===== config.mk =====
export PLATFORM = sky130hd
export DESIGN_NAME = sps_ram
export DESIGN_NICKNAME = d
export VERILOG_FILES = /design/src/rtl/segmented_prime_sieve_macros.svh /design/src/rtl/sps_ram.sv
export SDC_FILE = /design/constraint.sdc
export NUM_CORES = 1
export LEC_CHECK = 0
export BUFFER_PORTS_ARGS = -buffer_cell sky130_fd_sc_hd__buf_2
export CAP_MARGIN = 25
export CORE_MARGIN = 10
export CORE_UTILIZATION = 30
export DETAILED_ROUTE_END_ITERATION = 12
export PLACE_DENSITY = 0.49
export SETUP_SLACK_MARGIN = 0.15
export SYNTH_ARGS = -nofsm -noshare
export SYNTH_HDL_FRONTEND = slang
export SYNTH_SLANG_ARGS = --single-unit

===== constraint.sdc =====
create_clock -name clk -period 1.8 [get_ports clk]
set_input_delay 0.45 -clock clk [delete_from_list [all_inputs] [get_ports clk]]
set_output_delay 0.45 -clock clk [all_outputs]
set_load 0.02 [all_outputs]

===== src/rtl/segmented_prime_sieve_macros.svh =====
// ----------------------------------------------------------------------------
// segmented prime sieve assertion macros
// shared property wrappers for the sieve's checks
// ----------------------------------------------------------------------------
`ifndef SEGMENTED_PRIME_SIEVE_MACROS_SVH
`define SEGMENTED_PRIME_SIEVE_MACROS_SVH

// implication checked on every clock edge outside reset
`define SPS_ASSERT_IMP(label, ante, cons, msg) \
    label: assert property (@(posedge clk) disable iff (!rst_n) (ante) |-> (cons)) \
        else $error(msg);

// invariant checked on every clock edge outside reset
`define SPS_ASSERT_ALWAYS(label, expr, msg) \
    label: assert property (@(posedge clk) disable iff (!rst_n) (expr)) \
        else $error(msg);

`endif


===== src/rtl/sps_ram.sv =====
// ----------------------------------------------------------------------------
// sps_ram
// single-port ram with registered read
// ----------------------------------------------------------------------------
module sps_ram #(
    parameter int WIDTH = 1,
    parameter int DEPTH = 64
) (
    input  logic                     clk,
    input  logic                     we,
    input  logic [$clog2(DEPTH)-1:0] addr,
    input  logic [WIDTH-1:0]         wdata,
    output logic [WIDTH-1:0]         rdata
);

    logic [WIDTH-1:0] mem [DEPTH];

    always_ff @(posedge clk)
    begin
        if (we)
        begin
            mem[addr] <= wdata;
        end
        rdata <= mem[addr];
    end

endmodule

# == Yosys cells after proc, flatten, opt, wreduce, memory -nomap -nowiden ==
# Memories as Yosys holds them, arrays and structs flattened. A register that Yosys moved wholly into a read port is not among the register bits.
# Cells that the tools add are included.
# op_classes
mux,2
# op_table
op,n
2-to-1 mux 1 bit,2
# totals
n_memories,1
input_bits,9
reg_bits,0
ram_bits,64
# mem_list
name,words,width,read_ports,rd_clocked_by_memory_dff,write_ports,line,rtl
mem,64,1,1,1,1,sps_ram.sv:16,logic [WIDTH-1:0] mem [DEPTH];

# == Longest topological paths before layout ==
# Gate-level depths: netlist of the first run.
# logic_depth
ltp_word,2
depth_mapped,8
ltp_nobuf,5

# == Worst setup path after synthesis of the first run ==
# OpenSTA, ideal clock, no wires.
# synth_path
path_type,in2reg
start,input port addr[0]
end,"register rdata, read port of mem"
path_buffers,1
setup_ns,0.130
path_slack_ns,0.015
t_arrival_ns,1.655
path_stages,6
required_time_ns,1.670
cell_sequence,buf_6 > mux4_2 > mux2i_1 > nor2_1 > a2111oi_2 > nand4_1
# synth_lines
item,line,rtl
"start, declared",sps_ram.sv:11,"input logic [$clog2(DEPTH)-1:0] addr,"
"end, declared",sps_ram.sv:13,output logic [WIDTH-1:0] rdata

==> results.ini, run 1 <==
[die]
dieArea_um2=14220
fp.dieW_um=119.2
rows=36
core_area_um2=9684
io_pins=10
die_h_um=119.2
initial_core_util=0.3050

[pwr]
p_int_w=0.002474
power.leakage_nw=1.179
power_frac_comb=0.081
pwr-share-clk=0.390
power_density_nw_per_um2=883.1
vdd_drop_max_uv=508.2
p_sw_w=0.0007007
p_seq_frac=0.529
p_sw_frac=0.2207

[sta]
rsz0062_at_grt=true
final.period_utilization=0.9508
finalSetupViolations=0
fin_crit_ns=1.711
fin_setup_tns_ns=0
maxSlewViolCount=0
clock.fmax_mhz=584.3
worstMarginPinSlew_ns=0.4519
skew_ns=0.01043
setup_slack_ns=0.08858
relSlewSlack=0.6974
hold_viol=0

[clock_tree]
cts_max_path_buffers=2
clkSinkCount=65
cts_tree=done
clkTransAtPathRegs_ns=0.08
post_cts_buffers=0
htreeDepth=3
cts_buffers=9
cts_root_buf=clkbuf_8
clk_latency_ns=0.34

[global_routing]
globalRouteOverflowTotal=0
grt_max_degree=65
antenna_found_initial=0
first_global_vias=2025
grt_pass1_wl_mm=11.23
grtUsageTotal=0.1031

[logic_synthesis]
yosysWarnings=0
netlist_area_um2=2954
seq_area_frac_synth=0.6573
synthCells=223
syn-num-nets=232
synthArstFlopShare=0
synth_top_flop_cell=edfxtp_1
ys_types=33
syn_area_per_cell_um2=13.25
ys_ff_latch=65
synth_edf_count=64

[worst_setup_path]
cp-end-kind=flip-flop
rrSetupSlack_ns=0.09
crit_fanout=1
worst-setup-path-type=flip-flop to flip-flop
start_kind=flip-flop
crit_required_ns=2.01
cpLargestDelayFamily=multiplexers
critPathBufInv=0
timing.rr.start=mem[12]$_DFFE_PP_
max_stage_delay_ns=0.48
worstPathCellList=mux4_1 > mux2i_1 > nor2_1 > a2111oi_4 > nand4_1
arrival_ns=1.92
r2r_end=rdata$_DFF_P_
critPathSlowestCell=mux4_1
reg2reg_depth=5

[drt]
maxUsedRoutingLayer=met4
vias=1876
drtAntennaViolNets=0
viasPerCell=4.702
wl_mm=6.910
wire_per_inst_um=17.32
drt_iter0_markers=109
wl_met2_mm=3.284
wl_met3_um=316
first_pass_iters=4
wirelength_met1_mm=3.250
route.detailed.drc=0

[finish]
fin_util=0.3712
drive_gt1_frac=0.2932
antenna_cells=0
syn2layout_area_growth_pct=21.69
fin_nets=270
final_cell_area_um2=3595

[worst_hold_path]
hold_depth=1
holdPathEnd=mem[28]$_DFFE_PP_
min_path_type=primary input to flip-flop
worstHoldStart=wdata

[placed_design]
portBuffers=9
dp_hpwl_mm=4.632
place_area_um2=3354
dp_slack_ns=-0.4142
place_congestion=0.7490

[run_status]
status=finished, final reports clean

[flow_run]
maxCapViolations=0

registers in the layout, indices dropped and copies added, names as in the netlist:
register / flops
mem: 64
rdata: 1
stage by stage:
step / hold slack (ns) / instances / power, W
2_1_floorplan: 0.5489 / 223 / 0.001850
3_3_place_gp: 0.7134 / 382 / 0.001959
3_5_place_dp: 0.7168 / 382 / 0.001962
4_1_cts: 0.6341 / 398 / 0.003212
5_1_grt: 0.3156 / 399 / 0.003302
6_report: 0.3418 / 399 / 0.003174
cells in the mapped netlist, types with 4 or more instances:
cell	instances	area, µm²
buf_2	6	30.03
nand2_1	6	22.52
or3b_2	4	35.03
nand3_1	7	35.03
mux4_2	4	90.09
nand3b_1	5	37.54
nor2_1	71	266.5
edfxtp_1	64	1922
clkbuf_1	5	18.77
mux2i_1	7	70.07
mux4_1	4	105.1
what timing repair did:
item	4_1_cts	5_1_grt
gates resized for setup	3	2
hold buffers	0	0
pin swaps	1	2
endpoints found under the setup margin	24	7
metal layers:
metal  vias up  track usage
met5         -            0
met4         0      0.03740
met3         4      0.03212
met2        32       0.1625
met1       941       0.1303
li1        899            -
layout by cell type (no fill, tap or decap), drive strengths merged:
cell type,count
nor2b,3
and3,3
nand3b,5
or3,1
a221oi,1
o22ai,2
mux2,3
nand3,7
nand2,6
clkinvlp,1
buf,41
nand4,2
dfxtp,1
inv,1
edfxtp,64
or3b,4
a2bb2oi,2
nor2,72
a31oi,3
a21oi,3
nor4bb,2
a2111oi,1
mux4,8
a21o,2
o221a,1
clkbuf,16
a41oi,1
a22oi,3
mux2i,7
power groups by stage:
stage | logic, W | clock network [W] | registers [W]
floorplan | 0.000134 | 0 | 0.00172
finish | 0.000258 | 0.00124 | 0.00168
CTS | 0.000254 | 0.00128 | 0.00168
detailed placement | 0.000249 | 0 | 0.00171
global route | 0.000283 | 0.00134 | 0.00168
global placement | 0.000247 | 0 | 0.00171
kinds of logic (layout without fill, tap and decap cells):
logic type | Yosys count | after routing | share of synthesized area
multiplexers | 18 | 18 | 0.1012
AND/OR/NAND/NOR | 105 | 105 | 0.1622
AO/OA/AOI/OAI | 19 | 19 | 0.05124
buffers and inverters | 16 | 59 | 0.02795
flip-flops | 65 | 65 | 0.6573
how the worst max path moves through the flow:
stage / to / cells past startpoint / startpoint
global placement: rdata$_DFF_P_ / 7 / addr[0]
global route: rdata$_DFF_P_ / 5 / mem[9]$_DFFE_PP_
detailed placement: rdata$_DFF_P_ / 7 / addr[0]
CTS: rdata$_DFF_P_ / 5 / mem[23]$_DFFE_PP_
finish: rdata$_DFF_P_ / 5 / mem[12]$_DFFE_PP_
floorplan: rdata$_DFF_P_ / 6 / addr[0]
area by class of cell:
type | instances | area [µm²]
multi-input cells | 142 | 958.4
clock buffers | 15 | 196.4
well taps | 133 | 166.4
inverters | 1 | 3.754
repair buffers | 42 | 320.3
clock inverters | 1 | 7.507
flip-flops and latches | 65 | 1942
fillers | 959 | 6090
Note: power is estimated with default switching activity, not from simulation.
==> run 2: changes to the inputs <==
BUFFER_PORTS_ARGS = not set   (was -buffer_cell sky130_fd_sc_hd__buf_2)
DONT_BUFFER_PORTS = 1   (was not set)
PLACE_DENSITY = 0.48   (was 0.49)
==> run 2 against run 1 <==
  * Maximum frequency rose by 5.0%
  * Clock power down 6%
  * Final cell count decreased by 9.0%
  * Worst hold slack worse by 0.14 ns
  * Global-route usage decreased by 0.61 points
  * Critical endpoint unchanged
  * Highest routed layer unchanged
==> results.ini, run 2 (same netlist as run 1, synthesis figures left out) <==
[global_routing]
first_global_vias=1783
grtUsageTotal=0.09707
globalRouteOverflowTotal=0
antenna_found_initial=0
grt_max_degree=65
grt_pass1_wl_mm=10.49

[finish]
syn2layout_area_growth_pct=11.18
regMostFlops=mem
drive_gt1_frac=0.1609
fill_cells=955
most-common-layout-cells=nor2_1, edfxtp_1, clkbuf_8
fin_nets=235
final_common_cell=nor2_1
largest_register_ffs=64
stdcell_count=363
reg_top3=mem x64, rdata x1
antenna_cells=0

[sta]
worstMarginPinSlew_ns=0.5952
rsz0062_at_grt=true
relSlewSlack=0.6024
final.period_utilization=0.9057
finalSetupViolations=0
fin_crit_ns=1.630
clock.fmax_mhz=613.4
hold_viol=0
fin_setup_tns_ns=0
maxSlewViolCount=0
skew_ns=0.007027

[placed_design]
place_congestion=0.7080
dp_hpwl_mm=3.911
portBuffers=0
dp.cells=348

[worst_setup_path]
crit_cells=5
reg2reg_depth=5
critPathSlowestCell=mux4_2
critPathBufInv=0
max_stage_delay_ns=0.46
arrival_ns=1.84
worst-setup-path-type=flip-flop to flip-flop
cp-end-kind=flip-flop
crit_fanout=1
start_kind=flip-flop
cpLargestDelayFamily=multiplexers
crit_required_ns=2.01
worstPathCellList=mux4_2 > mux2i_1 > nor2_1 > a2111oi_2 > nand4_1

[drt]
vias=1763
route.detailed.drc=0
wire_per_inst_um=18.58
viasPerCell=4.857
drt_iter0_markers=116
first_pass_iters=4
wl_mm=6.744
drtAntennaViolNets=0

[pwr]
power.leakage_nw=1.001
p_seq_frac=0.566
p_int_w=0.002355
p_sw_w=0.0006206
pwr-share-clk=0.390
vdd_drop_max_uv=371.4
power_density_nw_per_um2=906.1
total_power_w=0.002976
p_sw_frac=0.2085
power_frac_comb=0.044

[die]
io_pins=10
rows=36
die_h_um=119.2
initial_core_util=0.3050
fp.dieW_um=119.2
dieArea_um2=14220
core_area_um2=9684

[clock_tree]
clk_latency_ns=0.34
post_cts_buffers=0
cts_tree=done
clkSinkCount=65
htreeDepth=3
cts_root_buf=clkbuf_8
cts_max_path_buffers=2
clkTransAtPathRegs_ns=0.07
cts_buffers=9
cts_resized=0

[worst_hold_path]
min_path_type=primary input to flip-flop
hold_depth=0

[run_status]
status=finished, final reports clean

[flow_run]
maxCapViolations=0

## run 2: cell count changes in the layout (fill, tap and decap cells not counted), sizes merged
cell	change
clkinvlp	-1
buf	-34
bufinv	+1
clkbuf	-6
clkinv	+4
## run 2: worst paths after layout
path / start / endpoint / slack [ns]
worst max-delay path: mem[22]$_DFFE_PP_ / rdata$_DFF_P_ / 0.17
worst min-delay path: wdata / mem[43]$_DFFE_PP_ / 0.21
worst max register to register: mem[22]$_DFFE_PP_ / rdata$_DFF_P_ / 0.17
worst min register to register: mem[2]$_DFFE_PP_ / rdata$_DFF_P_ / 0.71
## run 2: power groups by stage
stage | combinational (W) | clock [W] | sequential [W]
finish | 0.000132 | 0.00116 | 0.00168
global route | 0.000145 | 0.00125 | 0.00168
CTS | 0.000135 | 0.00119 | 0.00168
detailed placement | 0.000134 | 0 | 0.00172
global placement | 0.000134 | 0 | 0.00172
floorplan | 0.000134 | 0 | 0.00172
## run 2: layout make-up
cell class                 count  area [µm²]  share of cell area
clock buffer                  10       127.6             0.03886
sequential                    65        1942              0.5912
inverter                       1       3.754            0.001143
multi-input combinational    142       944.7              0.2876
timing repair buffer           7       52.55             0.01600
tap                          133       166.4             0.05067
clock inverter                 5       47.55             0.01448
## run 2: what timing repair did
| item | CTS | global route |
|---|---|---|
| hold buffers | 0 | 0 |
| endpoints found under the setup margin | 1 | 1 |
| pin swaps | 0 | 0 |
## run 2: routing by layer
layer	routed length, µm	global-route usage	vias up
met3	209	0.02881	8
met5	0	0	-
met1	3234	0.1236	895
met2	3225	0.1511	27
met4	75	0.03893	0
li1	-	-	833
## run 2: metrics by stage
stage	utilization	instance area [µm²]	hold WS (ns)	setup WS (ns)
after floorplan	-	2974	0.5489	0.03494
after global placement	0.3211	3109	0.5539	0.04535
after detailed placement	0.3211	3109	0.5540	0.06287
after CTS	0.3391	3284	0.1893	0.1430
after global routing	0.3391	3284	0.1896	0.03409
final	0.3391	3284	0.2055	0.1697
==> run 3: changes to the inputs <==
GPL_TIMING_DRIVEN = 0   (was not set)
PLACE_DENSITY = 0.47   (was 0.48)
clock period = 2 ns   (was 1.8 ns; I/O delays follow)
==> run 3 against run 2 <==
  * Sequential power down 10%
  * Clock power fell by 17%
  * Combinational power is 25% higher
  * Die area stayed put
  * Count of clock-buffer cells in the layout stayed put
  * Clock skew shrank 0.0019 ns
  * Setup slack gained 0.073 ns
  * First-iteration DRC count down 34%
  * Non-clock buffer count up 9
  * Critical path depth unchanged
  * Global-route usage increased by 0.097 points
  * Via count grew 5.4%
  * Critical endpoint is now mem[60]$_DFFE_PP_
==> results.ini, run 3 (same netlist as run 1, synthesis figures left out) <==
[clock_tree]
cts_hold_repair.buffers=0
clk_latency_ns=0.35
cts_tree=done
cts_root_buf=clkbuf_8
cts_buffers=9
cts_max_path_buffers=2
htreeDepth=3
clkTransAtPathRegs_ns=0.07
clkSinkCount=65

[pwr]
p_int_w=0.002009
power_density_nw_per_um2=799.1
power_frac_comb=0.062
vdd_drop_max_uv=248.7
p_sw_w=0.0006383
pwr-share-clk=0.366
p_seq_frac=0.572
p_sw_frac=0.2411
power.leakage_nw=1.013

[placed_design]
dp.cells=356
dp_slack_ns=-0.4107
portBuffers=0
dp_hpwl_mm=4.133
place_area_um2=3120
place_congestion=0.8022

[sta]
worstMarginPinSlew_ns=0.5128
setup_slack_ns=0.2424
rsz0062_at_grt=true
maxSlewViolCount=0
fin_crit_ns=1.758
skew_ns=0.005103
final.period_utilization=0.8788
hold_viol=0
finalSetupViolations=0
relSlewSlack=0.6573
clock.fmax_mhz=569.0

[die]
dieArea_um2=14220
rows=36
die_h_um=119.2
io_pins=10
core_area_um2=9684
initial_core_util=0.3050
fp.dieW_um=119.2

[global_routing]
grt_max_degree=65
grtUsageTotal=0.09804
first_global_vias=1823
grt_pass1_wl_mm=10.47
antenna_found_initial=0
globalRouteOverflowTotal=0

[worst_setup_path]
critPathSlowestCell=buf_2
cp_common_cell=buf_2
reg2reg_depth=5
worst-setup-path-type=primary input to flip-flop
cp-end-kind=flip-flop
crit_required_ns=2.05
r2r_end=rdata$_DFF_P_
worstPathCellList=buf_2 > buf_2 > clkbuf_4 > nand3_2 > nor2_1
timing.rr.start=mem[22]$_DFFE_PP_
max_stage_delay_ns=0.30
arrival_ns=1.81
start_kind=primary input
rrSetupSlack_ns=0.37
crit_fanout=10

[finish]
reg_top3=mem x64, rdata x1
fin_nets=244
fin_util=0.3421
final_common_cell=nor2_1
drive_gt1_frac=0.1833
largest_register_ffs=64
antenna_cells=0
most-common-layout-cells=nor2_1, edfxtp_1, clkbuf_8
syn2layout_area_growth_pct=12.16
regMostFlops=mem
stdcell_count=373
final_cell_area_um2=3313
fill_cells=979

[run_status]
status=finished, final reports clean

[drt]
vias=1859
wl_mm=6.899
wire_per_inst_um=18.50
viasPerCell=4.984
drt_iter0_markers=77
drtAntennaViolNets=0
route.detailed.drc=0
first_pass_iters=5

[worst_hold_path]
worstHoldStart=wdata
hold_depth=0
min_path_type=primary input to flip-flop
holdPathEnd=mem[28]$_DFFE_PP_

[flow_run]
maxCapViolations=0

## run 3: how the worst max path moves through the flow
stage,from,end,cells past startpoint
after floorplan,addr[0],rdata$_DFF_P_,6
after global placement,addr[2],mem[31]$_DFFE_PP_,5
after detailed placement,addr[2],mem[55]$_DFFE_PP_,5
after CTS,addr[2],mem[13]$_DFFE_PP_,5
after global routing,addr[2],mem[20]$_DFFE_PP_,5
final,addr[2],mem[60]$_DFFE_PP_,5
## run 3: what timing repair did
item	4_1_cts	5_1_grt
buffers inserted	1	0
resized for setup	3	2
setup endpoints to repair	32	28
pin swaps	1	0
## run 3: layer usage
layer	GRT usage	wire length [µm]	up-vias
li1	-	-	852
met1	0.1227	3239	960
met5	0	0	-
met4	0.05496	143	0
met2	0.1553	3292	33
met3	0.01937	224	14
## run 3: power by group through the flow
stage          Clock (W)  Combinational, W  Sequential, W
4_1_cts         0.000975          0.000166        0.00151
3_3_place_gp           0          0.000165        0.00154
2_1_floorplan          0          0.000118        0.00154
5_1_grt          0.00102          0.000179        0.00151
3_5_place_dp           0          0.000163        0.00155
6_report        0.000968          0.000165        0.00151
## run 3: layout make-up
cell class | count | area (µm²) | share of cell area
plain buffers | 15 | 81.33 | 0.02455
flip-flops and latches | 65 | 1942 | 0.5861
inverters | 1 | 3.754 | 0.001133
clock buffers | 10 | 127.6 | 0.03852
well taps | 133 | 166.4 | 0.05023
repair buffers | 1 | 7.507 | 0.002266
multi-input cells | 142 | 949.7 | 0.2866
clock inverters | 6 | 35.03 | 0.01057
## run 3: critical path: cells and delay by family
family | cells | cell delay, ns
buffers and inverters | 3 | 0.80
and+or+nand+nor | 2 | 0.51
## run 3: metrics by stage
| stage | total power [W] | hold WS, ns | setup TNS, ns |
|---|---|---|---|
| after CTS | 0.002655 | 0.2406 | 0 |
| final | 0.002647 | 0.2456 | 0 |
| after global routing | 0.002710 | 0.2334 | 0 |
| after global placement | 0.001709 | 0.6037 | -13.47 |
| after detailed placement | 0.001708 | 0.6032 | -13.86 |
| after floorplan | 0.001662 | 0.5989 | 0 |
